[config.mk]
export PLATFORM = sky130hd
export DESIGN_NAME = multibrot_escape_time_top
export DESIGN_NICKNAME = d
export VERILOG_FILES = /design/src/design/mbe_pkg.sv /design/src/design/mbe_dp.sv /design/src/design/mbe_ctrl.sv /design/src/design/multibrot_escape_time_top.sv
export VERILOG_INCLUDE_DIRS = /design/src /design/src/design
export SDC_FILE = /design/constraint.sdc
export NUM_CORES = 2
export LEC_CHECK = 0
export BUFFER_PORTS_ARGS = -buffer_cell sky130_fd_sc_hd__buf_2
export CAP_MARGIN = 20
export CELL_PAD_IN_SITES_DETAIL_PLACEMENT = 0
export CELL_PAD_IN_SITES_GLOBAL_PLACEMENT = 1
export CORE_MARGIN = 8
export CORE_UTILIZATION = 55
export CTS_CLUSTER_DIAMETER = 60
export CTS_CLUSTER_SIZE = 12
export DETAILED_ROUTE_END_ITERATION = 16
export PLACE_DENSITY = 0.87
export RECOVER_POWER = 100
export SETUP_SLACK_MARGIN = 0.05
export SYNTH_ARGS = -nofsm -noshare
export SYNTH_HDL_FRONTEND = slang
export SYNTH_HIERARCHICAL = 1
export SYNTH_SLANG_ARGS = --single-unit
[constraint.sdc]
create_clock -name clk -period 29 [get_ports clk]
set_input_delay 5.8 -clock clk [delete_from_list [all_inputs] [get_ports clk]]
set_output_delay 5.8 -clock clk [all_outputs]
set_load 0.1 [all_outputs]
[src/design/assert_macros.svh]
// ----------------------------------------------------------------------------
// Assertion macros
// Clocked implication checks with reset disable, used by mbe_ctrl.
// ----------------------------------------------------------------------------
`ifndef ASSERT_MACROS_SVH
`define ASSERT_MACROS_SVH

`ifndef NO_ASSERTIONS

// same-cycle implication
`define ASSERT_IMPLIES(label, clk, rst_n, ante, cons) \
    label: assert property (@(posedge clk) disable iff (!rst_n) (ante) |-> (cons)) \
        else $error("assertion failed");

// next-cycle implication
`define ASSERT_NEXT(label, clk, rst_n, ante, cons) \
    label: assert property (@(posedge clk) disable iff (!rst_n) (ante) |=> (cons)) \
        else $error("assertion failed");

`else

`define ASSERT_IMPLIES(label, clk, rst_n, ante, cons)

`define ASSERT_NEXT(label, clk, rst_n, ante, cons)

`endif

`endif

[src/design/mbe_pkg.sv]
// ----------------------------------------------------------------------------
// mbe_pkg
// Types, constants and codes shared by the multibrot escape-time block.
// ----------------------------------------------------------------------------
package mbe_pkg;

    localparam int PIX_W      = 12;
    localparam int POWER_W    = 4;
    localparam int BAIL_W     = 63;
    localparam int ITER_W     = 16;
    localparam int Q_W        = 32;
    localparam int STEP_W     = 31;
    localparam int FRAC_BITS  = 28;
    localparam int PROD_W     = 2 * Q_W;
    localparam int ACC_W      = PROD_W + 1;
    localparam int COLOR_W    = 17;
    localparam int CFG_IDX_W  = 3;
    localparam int CFG_DATA_W = 64;

    // exact c: 32-bit origin plus a 43-bit pixel offset
    localparam int C_W        = PIX_W + STEP_W + 2;

    localparam int PALETTE_SIZE = 256;
    localparam int MAX_SIDE     = 4096;

    localparam logic [POWER_W-1:0] MIN_POWER = POWER_W'(2);
    localparam logic [POWER_W-1:0] MAX_POWER = POWER_W'(8);

    localparam logic [COLOR_W-1:0] OFS_Q1 = COLOR_W'(1);
    localparam logic [COLOR_W-1:0] OFS_Q2 = COLOR_W'(PALETTE_SIZE / 4);
    localparam logic [COLOR_W-1:0] OFS_Q3 = COLOR_W'(PALETTE_SIZE / 2);
    localparam logic [COLOR_W-1:0] OFS_Q4 = COLOR_W'((3 * PALETTE_SIZE) / 4);

    localparam logic [POWER_W-1:0]       RST_POWER      = POWER_W'(2);
    localparam logic [BAIL_W-1:0]        RST_BAILOUT_SQ = BAIL_W'(64'h0400_0000_0000_0000);
    localparam logic [ITER_W-1:0]        RST_MAX_ITER   = ITER_W'(256);
    localparam logic                     RST_COLOR_MODE = 1'b0;
    localparam logic signed [Q_W-1:0]    RST_ORIGIN_RE  = -32'sd536870912;
    localparam logic signed [Q_W-1:0]    RST_ORIGIN_IM  = 32'sd402653184;
    localparam logic [STEP_W-1:0]        RST_STEP_RE    = STEP_W'(262144);
    localparam logic [STEP_W-1:0]        RST_STEP_IM    = STEP_W'(262144);

    typedef enum logic [CFG_IDX_W-1:0] {
        REG_POWER      = 3'd0,
        REG_BAILOUT_SQ = 3'd1,
        REG_MAX_ITER   = 3'd2,
        REG_COLOR_MODE = 3'd3,
        REG_ORIGIN_RE  = 3'd4,
        REG_ORIGIN_IM  = 3'd5,
        REG_STEP_RE    = 3'd6,
        REG_STEP_IM    = 3'd7
    } cfg_idx_t;

    typedef struct packed {
        logic [POWER_W-1:0]    power;
        logic [BAIL_W-1:0]     bailout_sq;
        logic [ITER_W-1:0]     max_iter;
        logic                  color_mode;
        logic signed [Q_W-1:0] origin_re;
        logic signed [Q_W-1:0] origin_im;
        logic [STEP_W-1:0]     step_re;
        logic [STEP_W-1:0]     step_im;
    } cfg_t;

    typedef struct packed {
        logic [PIX_W-1:0] pixel_x;
        logic [PIX_W-1:0] pixel_y;
    } pixel_t;

    typedef struct packed {
        logic [COLOR_W-1:0] color_index;
        logic               inside_set;
    } result_t;

    typedef enum logic [4:0] {
        S_IDLE,
        S_C1,
        S_C2,
        S_C3,
        S_CHK,
        S_M1,
        S_M2,
        S_M3,
        S_M4,
        S_M5,
        S_M6,
        S_ADD,
        S_Q1,
        S_Q2,
        S_Q3,
        S_Q4,
        S_DONE
    } state_t;

    typedef enum logic [2:0] {
        MS_PX,
        MS_PY,
        MS_WR_ZR,
        MS_WI_ZI,
        MS_WR_ZI,
        MS_WI_ZR,
        MS_ZR_ZR,
        MS_ZI_ZI
    } mul_sel_t;

    typedef enum logic [1:0] {
        ACC_HOLD,
        ACC_LOAD,
        ACC_ADD,
        ACC_SUB
    } acc_op_t;

    typedef struct packed {
        logic     pix_ld;
        mul_sel_t mul_sel;
        acc_op_t  acc_op;
        logic     cre_ld;
        logic     cim_ld;
        logic     w_init;
        logic     w_re_ld;
        logic     w_im_ld;
        logic     z_ld;
        logic     cnt_inc;
        logic     out_ld;
        logic     out_inside;
    } dp_cmd_t;

    typedef struct packed {
        logic c_fit;
        logic cnt_at_limit;
        logic cnt_last;
        logic cmul_ok;
        logic add_ok;
        logic mag_esc;
    } dp_sts_t;

endpackage

[src/design/mbe_dp.sv]
// ----------------------------------------------------------------------------
// mbe_dp
// Datapath: shared 32x32 multiplier, 65-bit accumulator, point and orbit
// registers, iteration counter and palette offset.
// ----------------------------------------------------------------------------
module mbe_dp
    import mbe_pkg::*;
(
    input  logic                 clk,
    input  logic                 rst_n,
    input  cfg_t                 cfg,
    input  pixel_t               pixel,
    input  dp_cmd_t              cmd,
    output dp_sts_t              sts,
    output logic [COLOR_W-1:0]   color
);

    logic [PIX_W-1:0]         px_reg;
    logic [PIX_W-1:0]         py_reg;
    logic signed [PROD_W-1:0] prod_reg;
    logic signed [PROD_W-1:0] prod_next;
    logic signed [ACC_W-1:0]  acc_reg;
    logic signed [ACC_W-1:0]  acc_next;
    logic signed [ACC_W-1:0]  prod_ext;
    logic signed [Q_W-1:0]    mul_a;
    logic signed [Q_W-1:0]    mul_b;
    logic signed [Q_W-1:0]    cr_reg;
    logic signed [Q_W-1:0]    ci_reg;
    logic signed [Q_W-1:0]    wr_reg;
    logic signed [Q_W-1:0]    wi_reg;
    logic signed [Q_W-1:0]    zr_reg;
    logic signed [Q_W-1:0]    zi_reg;
    logic                     cr_fit_reg;
    logic                     c_fit_reg;
    logic                     re_fit_reg;
    logic                     zr_pos_reg;
    logic                     zi_pos_reg;
    logic                     zi_neg_reg;
    logic [ITER_W-1:0]        count_reg;
    logic signed [C_W-1:0]    cr_full;
    logic signed [C_W-1:0]    ci_full;
    logic                     cr_fit;
    logic                     ci_fit;
    logic                     acc_fit;
    logic signed [Q_W-1:0]    acc_floor;
    logic signed [Q_W:0]      nr_sum;
    logic signed [Q_W:0]      ni_sum;
    logic                     add_ok;
    logic [COLOR_W-1:0]       ofs;

    always_comb
    begin
        case (cmd.mul_sel)
            MS_PX:
            begin
                mul_a = {{(Q_W-PIX_W){1'b0}}, px_reg};
                mul_b = {1'b0, cfg.step_re};
            end
            MS_PY:
            begin
                mul_a = {{(Q_W-PIX_W){1'b0}}, py_reg};
                mul_b = {1'b0, cfg.step_im};
            end
            MS_WR_ZR:
            begin
                mul_a = wr_reg;
                mul_b = zr_reg;
            end
            MS_WI_ZI:
            begin
                mul_a = wi_reg;
                mul_b = zi_reg;
            end
            MS_WR_ZI:
            begin
                mul_a = wr_reg;
                mul_b = zi_reg;
            end
            MS_WI_ZR:
            begin
                mul_a = wi_reg;
                mul_b = zr_reg;
            end
            MS_ZR_ZR:
            begin
                mul_a = zr_reg;
                mul_b = zr_reg;
            end
            MS_ZI_ZI:
            begin
                mul_a = zi_reg;
                mul_b = zi_reg;
            end
            default:
            begin
                mul_a = wr_reg;
                mul_b = zr_reg;
            end
        endcase
    end

    assign prod_next = mul_a * mul_b;
    assign prod_ext  = {prod_reg[PROD_W-1], prod_reg};

    always_comb
    begin
        case (cmd.acc_op)
            ACC_LOAD: acc_next = prod_ext;
            ACC_ADD:  acc_next = acc_reg + prod_ext;
            ACC_SUB:  acc_next = acc_reg - prod_ext;
            default:  acc_next = acc_reg;
        endcase
    end

    // floor shift of the accumulator and Q4.28 range check
    assign acc_floor = acc_reg[FRAC_BITS+Q_W-1:FRAC_BITS];
    assign acc_fit   = (&acc_reg[ACC_W-1:FRAC_BITS+Q_W-1])
                     | (~|acc_reg[ACC_W-1:FRAC_BITS+Q_W-1]);

    // c from origin and pixel offset held in the product register
    assign cr_full = {{(C_W-Q_W){cfg.origin_re[Q_W-1]}}, cfg.origin_re}
                   + prod_reg[C_W-1:0];
    assign ci_full = {{(C_W-Q_W){cfg.origin_im[Q_W-1]}}, cfg.origin_im}
                   - prod_reg[C_W-1:0];
    assign cr_fit  = (&cr_full[C_W-1:Q_W-1]) | (~|cr_full[C_W-1:Q_W-1]);
    assign ci_fit  = (&ci_full[C_W-1:Q_W-1]) | (~|ci_full[C_W-1:Q_W-1]);

    assign nr_sum = {wr_reg[Q_W-1], wr_reg} + {cr_reg[Q_W-1], cr_reg};
    assign ni_sum = {wi_reg[Q_W-1], wi_reg} + {ci_reg[Q_W-1], ci_reg};
    assign add_ok = (nr_sum[Q_W] == nr_sum[Q_W-1]) && (ni_sum[Q_W] == ni_sum[Q_W-1]);

    always_ff @(posedge clk)
    begin
        prod_reg <= prod_next;
        acc_reg  <= acc_next;
        if (cmd.pix_ld)
        begin
            px_reg <= PIX_W'(pixel.pixel_x % MAX_SIDE);
            py_reg <= PIX_W'(pixel.pixel_y % MAX_SIDE);
        end
        if (cmd.cre_ld)
        begin
            cr_reg     <= cr_full[Q_W-1:0];
            cr_fit_reg <= cr_fit;
            zr_pos_reg <= !cr_full[C_W-1] && (|cr_full);
        end
        if (cmd.cim_ld)
        begin
            ci_reg     <= ci_full[Q_W-1:0];
            c_fit_reg  <= cr_fit_reg && ci_fit;
            zr_reg     <= cr_reg;
            zi_reg     <= ci_full[Q_W-1:0];
            zi_pos_reg <= !ci_full[C_W-1] && (|ci_full);
            zi_neg_reg <= ci_full[C_W-1];
        end
        if (cmd.w_init)
        begin
            wr_reg <= zr_reg;
            wi_reg <= zi_reg;
        end
        if (cmd.w_re_ld)
        begin
            wr_reg     <= acc_floor;
            re_fit_reg <= acc_fit;
        end
        if (cmd.w_im_ld)
        begin
            wi_reg <= acc_floor;
        end
        if (cmd.z_ld && add_ok)
        begin
            zr_reg     <= nr_sum[Q_W-1:0];
            zi_reg     <= ni_sum[Q_W-1:0];
            zr_pos_reg <= !nr_sum[Q_W-1] && (|nr_sum[Q_W-1:0]);
            zi_pos_reg <= !ni_sum[Q_W-1] && (|ni_sum[Q_W-1:0]);
            zi_neg_reg <= ni_sum[Q_W-1];
        end
    end

    always_ff @(posedge clk or negedge rst_n)
    begin
        if (!rst_n)
        begin
            count_reg <= '0;
        end
        else if (cmd.pix_ld)
        begin
            count_reg <= '0;
        end
        else if (cmd.cnt_inc)
        begin
            count_reg <= count_reg + ITER_W'(1);
        end
    end

    always_comb
    begin
        if (zr_pos_reg && zi_pos_reg)
        begin
            ofs = OFS_Q1;
        end
        else if (!zr_pos_reg && zi_pos_reg)
        begin
            ofs = OFS_Q2;
        end
        else if (!zr_pos_reg && zi_neg_reg)
        begin
            ofs = OFS_Q3;
        end
        else
        begin
            ofs = OFS_Q4;
        end
    end

    assign color = COLOR_W'(count_reg) + (cfg.color_mode ? ofs : '0);

    assign sts.c_fit        = c_fit_reg;
    assign sts.cnt_at_limit = count_reg >= cfg.max_iter;
    assign sts.cnt_last     = ({1'b0, count_reg} + (ITER_W+1)'(1)) >= {1'b0, cfg.max_iter};
    assign sts.cmul_ok      = re_fit_reg && acc_fit;
    assign sts.add_ok       = add_ok;
    assign sts.mag_esc      = $unsigned(acc_reg) > {2'b00, cfg.bailout_sq};

endmodule

[src/design/mbe_ctrl.sv]
// ----------------------------------------------------------------------------
// mbe_ctrl
// Sequencer: steps the datapath through point setup, the chain of complex
// products, the add of c and the magnitude test, and hands off the result.
// ----------------------------------------------------------------------------
`include "assert_macros.svh"

module mbe_ctrl
    import mbe_pkg::*;
(
    input  logic               clk,
    input  logic               rst_n,
    input  logic               pixel_valid,
    output logic               pixel_ready,
    input  logic [POWER_W-1:0] power,
    input  logic               out_free,
    input  dp_sts_t            sts,
    output dp_cmd_t            cmd
);

    state_t             state_reg;
    state_t             state_next;
    logic [POWER_W-1:0] k_reg;
    logic [POWER_W-1:0] k_next;
    logic               inside_reg;
    logic               inside_next;
    logic [POWER_W-1:0] n_eff;
    logic               more_mul;

    assign n_eff = (power < MIN_POWER) ? MIN_POWER :
                   (power > MAX_POWER) ? MAX_POWER : power;

    assign more_mul = ({1'b0, k_reg} + (POWER_W+1)'(1)) < {1'b0, n_eff};

    always_ff @(posedge clk or negedge rst_n)
    begin
        if (!rst_n)
        begin
            state_reg  <= S_IDLE;
            k_reg      <= '0;
            inside_reg <= 1'b0;
        end
        else
        begin
            state_reg  <= state_next;
            k_reg      <= k_next;
            inside_reg <= inside_next;
        end
    end

    always_comb
    begin
        state_next  = state_reg;
        k_next      = k_reg;
        inside_next = inside_reg;
        pixel_ready = 1'b0;
        cmd         = '0;
        cmd.mul_sel = MS_WR_ZR;
        cmd.acc_op  = ACC_HOLD;
        cmd.out_inside = inside_reg;
        unique case (state_reg)
            S_IDLE:
            begin
                pixel_ready = 1'b1;
                if (pixel_valid)
                begin
                    cmd.pix_ld = 1'b1;
                    state_next = S_C1;
                end
            end
            S_C1:
            begin
                cmd.mul_sel = MS_PX;
                state_next  = S_C2;
            end
            S_C2:
            begin
                cmd.mul_sel = MS_PY;
                cmd.cre_ld  = 1'b1;
                state_next  = S_C3;
            end
            S_C3:
            begin
                cmd.cim_ld = 1'b1;
                state_next = S_CHK;
            end
            S_CHK:
            begin
                if (!sts.c_fit)
                begin
                    inside_next = 1'b0;
                    state_next  = S_DONE;
                end
                else if (sts.cnt_at_limit)
                begin
                    inside_next = 1'b1;
                    state_next  = S_DONE;
                end
                else
                begin
                    cmd.w_init = 1'b1;
                    k_next     = POWER_W'(1);
                    state_next = S_M1;
                end
            end
            S_M1:
            begin
                cmd.mul_sel = MS_WR_ZR;
                state_next  = S_M2;
            end
            S_M2:
            begin
                cmd.mul_sel = MS_WI_ZI;
                cmd.acc_op  = ACC_LOAD;
                state_next  = S_M3;
            end
            S_M3:
            begin
                cmd.mul_sel = MS_WR_ZI;
                cmd.acc_op  = ACC_SUB;
                state_next  = S_M4;
            end
            S_M4:
            begin
                cmd.mul_sel = MS_WI_ZR;
                cmd.acc_op  = ACC_LOAD;
                cmd.w_re_ld = 1'b1;
                state_next  = S_M5;
            end
            S_M5:
            begin
                cmd.acc_op = ACC_ADD;
                state_next = S_M6;
            end
            S_M6:
            begin
                cmd.w_im_ld = 1'b1;
                if (!sts.cmul_ok)
                begin
                    inside_next = 1'b0;
                    state_next  = S_DONE;
                end
                else if (more_mul)
                begin
                    k_next     = k_reg + POWER_W'(1);
                    state_next = S_M1;
                end
                else
                begin
                    state_next = S_ADD;
                end
            end
            S_ADD:
            begin
                cmd.z_ld = 1'b1;
                if (!sts.add_ok)
                begin
                    inside_next = 1'b0;
                    state_next  = S_DONE;
                end
                else
                begin
                    state_next = S_Q1;
                end
            end
            S_Q1:
            begin
                cmd.mul_sel = MS_ZR_ZR;
                state_next  = S_Q2;
            end
            S_Q2:
            begin
                cmd.mul_sel = MS_ZI_ZI;
                cmd.acc_op  = ACC_LOAD;
                state_next  = S_Q3;
            end
            S_Q3:
            begin
                cmd.acc_op = ACC_ADD;
                state_next = S_Q4;
            end
            S_Q4:
            begin
                if (sts.mag_esc)
                begin
                    inside_next = 1'b0;
                    state_next  = S_DONE;
                end
                else
                begin
                    cmd.cnt_inc = 1'b1;
                    if (sts.cnt_last)
                    begin
                        inside_next = 1'b1;
                        state_next  = S_DONE;
                    end
                    else
                    begin
                        cmd.w_init = 1'b1;
                        k_next     = POWER_W'(1);
                        state_next = S_M1;
                    end
                end
            end
            S_DONE:
            begin
                if (out_free)
                begin
                    cmd.out_ld = 1'b1;
                    state_next = S_IDLE;
                end
            end
            default:
            begin
                state_next = S_IDLE;
            end
        endcase
    end

    `ASSERT_IMPLIES(a_out_slot_free, clk, rst_n, cmd.out_ld, out_free)
    `ASSERT_IMPLIES(a_k_range, clk, rst_n, state_reg == S_M1, (k_reg != '0) && (k_reg < n_eff))
    `ASSERT_NEXT(a_accept_starts, clk, rst_n, pixel_valid && pixel_ready, state_reg == S_C1)

endmodule

[src/design/multibrot_escape_time_top.sv]
// ----------------------------------------------------------------------------
// multibrot_escape_time_top
// Multibrot escape-time point evaluator: maps a pixel to c, iterates
// z = z^n + c in Q4.28 and returns the escape count and inside flag.
// ----------------------------------------------------------------------------
//  channel   dir  handshake                 payload
//  pixel     in   pixel_valid/pixel_ready   pixel_t  (pixel_x, pixel_y)
//  result    out  result_valid/result_ready result_t (color_index, inside_set)
//  cfg       in   cfg_valid/cfg_ready       cfg_index, cfg_data
//
//  One item at a time: point setup, then per iteration the chain of
//  complex products on the shared 32x32 multiplier, the add of c and the
//  magnitude test, then hand-off. The result register takes the finished
//  item; the next pixel is taken while that result waits. Config writes
//  complete every cycle. Reset restores register defaults and empties
//  the result register.
// ----------------------------------------------------------------------------
module multibrot_escape_time_top
    import mbe_pkg::*;
(
    input  logic                  clk,
    input  logic                  rst_n,
    input  logic                  pixel_valid,
    output logic                  pixel_ready,
    input  pixel_t                pixel,
    output logic                  result_valid,
    input  logic                  result_ready,
    output result_t               result,
    input  logic                  cfg_valid,
    output logic                  cfg_ready,
    input  logic [CFG_IDX_W-1:0]  cfg_index,
    input  logic [CFG_DATA_W-1:0] cfg_data
);

    cfg_t               cfg_reg;
    dp_cmd_t            cmd;
    dp_sts_t            sts;
    logic [COLOR_W-1:0] color;
    logic               result_valid_reg;
    result_t            result_reg;
    logic               out_free;

    assign cfg_ready = 1'b1;

    always_ff @(posedge clk or negedge rst_n)
    begin
        if (!rst_n)
        begin
            cfg_reg.power      <= RST_POWER;
            cfg_reg.bailout_sq <= RST_BAILOUT_SQ;
            cfg_reg.max_iter   <= RST_MAX_ITER;
            cfg_reg.color_mode <= RST_COLOR_MODE;
            cfg_reg.origin_re  <= RST_ORIGIN_RE;
            cfg_reg.origin_im  <= RST_ORIGIN_IM;
            cfg_reg.step_re    <= RST_STEP_RE;
            cfg_reg.step_im    <= RST_STEP_IM;
        end
        else if (cfg_valid && cfg_ready)
        begin
            unique case (cfg_index)
                REG_POWER:      cfg_reg.power      <= cfg_data[POWER_W-1:0];
                REG_BAILOUT_SQ: cfg_reg.bailout_sq <= cfg_data[BAIL_W-1:0];
                REG_MAX_ITER:   cfg_reg.max_iter   <= cfg_data[ITER_W-1:0];
                REG_COLOR_MODE: cfg_reg.color_mode <= cfg_data[0];
                REG_ORIGIN_RE:  cfg_reg.origin_re  <= cfg_data[Q_W-1:0];
                REG_ORIGIN_IM:  cfg_reg.origin_im  <= cfg_data[Q_W-1:0];
                REG_STEP_RE:    cfg_reg.step_re    <= cfg_data[STEP_W-1:0];
                REG_STEP_IM:    cfg_reg.step_im    <= cfg_data[STEP_W-1:0];
                default:        cfg_reg.power      <= cfg_reg.power;
            endcase
        end
    end

    assign out_free = !result_valid_reg || result_ready;

    mbe_ctrl u_ctrl (
        .clk         (clk),
        .rst_n       (rst_n),
        .pixel_valid (pixel_valid),
        .pixel_ready (pixel_ready),
        .power       (cfg_reg.power),
        .out_free    (out_free),
        .sts         (sts),
        .cmd         (cmd)
    );

    mbe_dp u_dp (
        .clk   (clk),
        .rst_n (rst_n),
        .cfg   (cfg_reg),
        .pixel (pixel),
        .cmd   (cmd),
        .sts   (sts),
        .color (color)
    );

    always_ff @(posedge clk or negedge rst_n)
    begin
        if (!rst_n)
        begin
            result_valid_reg <= 1'b0;
        end
        else if (cmd.out_ld)
        begin
            result_valid_reg <= 1'b1;
        end
        else if (result_ready)
        begin
            result_valid_reg <= 1'b0;
        end
    end

    always_ff @(posedge clk)
    begin
        if (cmd.out_ld)
        begin
            result_reg.color_index <= color;
            result_reg.inside_set  <= cmd.out_inside;
        end
    end

    assign result_valid = result_valid_reg;
    assign result       = result_reg;

endmodule

==> reports/results.md <==
## STA
* **number of hold violations in the final report** 0
* **fin. max-slew vios** 1098
* **worst slew pin tran** 3.699 ns
* **highest clock rate** 57.76 MHz
* **total negative setup slack** 0 ns
* **setup-violating endpoint count in the final report** 0
* **final worst-path cycle share** 59.70%
* **unrepaired setup endpoints after global routing** no
* **min Tclk post-route** 17.31 ns
* **tightest slew margin relative to the limit** -146.6%
* **worst setup skew after layout** 0.06140 ns

## Synth
* **most common flop cell mapped by yosys** sky130_fd_sc_hd__edfxtp_1
* **yosys warns** 6
* **largest cells by area after synthesis** sky130_fd_sc_hd__fa_1 (28%), sky130_fd_sc_hd__edfxtp_1 (12%), sky130_fd_sc_hd__ha_1 (8.2%)
* **count of state elements after synthesis** 606
* **share of the synthesized area in the top cell type** 28.27%
* **count of flip-flops with a built-in enable after synthesis** 305
* **net count after synthesis** 9808
* **post-synthesis instance area** 76980 um2
* **most common cell in the netlist** sky130_fd_sc_hd__inv_1
* **Post-Synthesis Cells** 8120
* **cell type with the largest total area after synthesis** sky130_fd_sc_hd__fa_1
* **proportion of register bits with asynchronous set or reset after synthesis** 39.11%
* **leading post-synthesis cells by instance count** sky130_fd_sc_hd__inv_1 (1180), sky130_fd_sc_hd__fa_1 (1087), sky130_fd_sc_hd__nand2_1 (921), sky130_fd_sc_hd__nor2_1 (758), sky130_fd_sc_hd__ha_1 (505)
* **mean instance size in the synthesized netlist** 9.480 um2
* **synth unique cells** 111
* **share of the yosys chip area belonging to registers** 21.28%

## Placement
* **port bufs** 114
* **weighted congestion reported at the end of routability-driven placement** 0.9719
* **HPWL reported at the end of detailed placement** 212700 um
* **placed inst area** 79670 um2

## GRT
* **number of global-route vias before repair** 62.18k
* **combined global-route utilization of all metal layers** 34.37%
* **wire length of the first global-routing pass** 393900 um
* **global-route congestion overflow total** 0
* **initial antenna violation count** 22
* **largest net degree at the start of global routing** 67

## Drt
* **post-detailed-routing wire length** 262900 um
* **Remaining DRCs** 0
* **initial DRC count** 5834
* **Vias** 61.35k
* **average wire per cell in the routed design** 26.18 um
* **Post-DRT Antenna Nets** 0
* **post-detailed-route via-to-cell ratio** 6.108
* **first-pass iteration count of the detailed router** 10

## CTS
* **post-cts resize count** 0
* **Sink Count** 606
* **clock tree from TritonCTS** built
* **post-CTS setup buffer count** 0
* **number of H-tree levels** 3
* **CTS Buffer Depth** 3
* **clock latency at the later pin of the worst-skew pair** 0.71 ns
* **clock tree root driver cell** sky130_fd_sc_hd__clkbuf_16
* **CTS clock-pin slew for the worst setup and hold paths** 0.06 ns
* **CTS hold repair buffers** 0
* **TritonCTS buffer count** 76

## Status
* **failing checks** capacitance limit, slew limit
* **result of the run** complete, but fails checks

## Floorplan
* **floorplan die height** 390.1 um
* **num rows** 137
* **Die Footprint** 152200 um2
* **area inside the core boundary** 139200 um2
* **Initial Utilization** 55.30%
* **Die Wd** 390.1 um
* **top-level port count** 117

## Setup path
* **arrival time at the worst endpoint** 17.85 ns
* **cell seen most often among critical-path stages** sky130_fd_sc_hd__fa_1
* **Crit Path Max Fanout** 53
* **Worst Path Required** 29.54 ns
* **critical path class** flip-flop to flip-flop
* **kind of end point of the critical path** flip-flop
* **longest individual stage delay on the worst path** 2.19 ns
* **Worst setup SP type** flip-flop
* **slowest stage cell, crit path** sky130_fd_sc_hd__clkbuf_1

## Flow run
* **number of maximum-capacitance constraint violations** 27

## Finish
* **area delta synth->final** 6.185%
* **final standard cell area without fillers** 81740 um2
* **net count of the finished layout** 9783
* **max FFs per register** 210
* **share of final-layout standard cells stronger than drive strength 1** 7.759%
* **post-layout util** 58.72%

## Hold path
* **type of the most critical hold path** flip-flop to flip-flop

==> kinds of logic (layout without fill, tap and decap cells) <==
kind of cell | after synthesis | count (layout) | synth area share, %
compound gates | 1346 | 1346 | 11.59
other cells | 1 | 11 | 0.004872
flops | 606 | 606 | 21.28
fa+ha+maj | 1592 | 1592 | 36.48
xor+xnor | 354 | 354 | 4.028
simple gates | 2346 | 2346 | 13.58
mux | 348 | 348 | 5.374
buf+inv | 1527 | 1565 | 7.662
==> final timing paths <==
kind | start | end | slack, ns | depth (start not counted)
max in group asynchronous | rst_n | cfg_reg[77]$_DFFE_PN0P_ | 15.43 | 3
min in group asynchronous | rst_n | cfg_reg[185]$_DFFE_PN0P_ | 6.36 | 1
worst min register to register | u_ctrl/inside_reg$_DFFE_PN0P_ | result[0]$_DFFE_PP_ | 0.46 | 0
worst max register to register | u_ctrl/state_reg[0]$_DFFE_PN0P_ | u_dp/prod_reg[62]$_DFF_P_ | 11.69 | 38
worst min-delay path | u_ctrl/inside_reg$_DFFE_PN0P_ | result[0]$_DFFE_PP_ | 0.46 | 0
worst max-delay path | u_ctrl/state_reg[0]$_DFFE_PN0P_ | u_dp/prod_reg[62]$_DFF_P_ | 11.69 | 38
==> layout by cell type, fill, tap and decap left out, types with 64 or more instances in the layout <==
| cell type | netlist | routed |
|---|---|---|
| sky130_fd_sc_hd__inv_1 | 1180 | 1180 |
| sky130_fd_sc_hd__fa_1 | 1087 | 1087 |
| sky130_fd_sc_hd__nand2_1 | 921 | 921 |
| sky130_fd_sc_hd__nor2_1 | 758 | 755 |
| sky130_fd_sc_hd__ha_1 | 505 | 505 |
| sky130_fd_sc_hd__a21oi_1 | 340 | 334 |
| sky130_fd_sc_hd__edfxtp_1 | 305 | 305 |
| sky130_fd_sc_hd__o21ai_0 | 247 | 245 |
| sky130_fd_sc_hd__dfrtp_1 | 227 | 227 |
| sky130_fd_sc_hd__xnor2_1 | 220 | 220 |
| sky130_fd_sc_hd__mux2_2 | 211 | 209 |
| sky130_fd_sc_hd__a21o_1 | 196 | 196 |
| sky130_fd_sc_hd__xor2_1 | 134 | 133 |
| sky130_fd_sc_hd__nand3_1 | 119 | 120 |
| sky130_fd_sc_hd__mux2_1 | 31 | 101 |
| sky130_fd_sc_hd__buf_4 | 7 | 94 |
| sky130_fd_sc_hd__buf_2 | 21 | 91 |
| sky130_fd_sc_hd__clkbuf_16 | 0 | 78 |
| sky130_fd_sc_hd__nand4_1 | 74 | 74 |
| sky130_fd_sc_hd__clkbuf_1 | 271 | 74 |
| sky130_fd_sc_hd__o21a_1 | 74 | 74 |
| sky130_fd_sc_hd__nor3_1 | 69 | 69 |
| sky130_fd_sc_hd__nand2b_1 | 67 | 67 |
| sky130_fd_sc_hd__dfxtp_1 | 64 | 64 |
==> area by class of cell <==
cell class | count | area, um2
diodes | 10 | 25.02
repair buffers | 242 | 1375
flip-flops and latches | 606 | 16380
inverters | 1182 | 4437
fillers | 12390 | 57450
well taps | 1876 | 2347
clock buffers | 100 | 2085
clock inverters | 41 | 431.7
multi-input cells | 5987 | 54650
==> layer usage <==
metal | track usage (%) | vias to the layer above | routed length [um]
met3 | 7.774 | 678 | 25520
met5 | 0 | - | 87
li1 | - | 26790 | -
met1 | 46.21 | 30980 | 105500
met2 | 52.97 | 2881 | 116300
met4 | 16.36 | 14 | 15510
==> stage by stage <==
| step | setup WS, ns | hold WS (ns) | std cells |
|---|---|---|---|
| final | 11.69 | 0.4605 | 10040 |
| after global routing | 10.80 | 0.4839 | 10030 |
| after CTS | 15.85 | 0.4644 | 10030 |
| after detailed placement | 15.90 | 0.4536 | 9888 |
| after global placement | 16.03 | 0.4353 | 9886 |
| after floorplan | 18.90 | 0.4649 | 8120 |
==> critical path: cells and delay by family (launching register included) <==
kind            cells  cell delay [ns]
xor+xnor            1             0.16
buf+inv             9             6.84
simple gates       10             2.38
fa+ha+maj           9             3.96
compound gates      9             3.06
flops               1             0.63
Power is left out: the tool's default activity adds up to more than one toggle a clock period on the data nets, which glitch-free logic cannot reach.
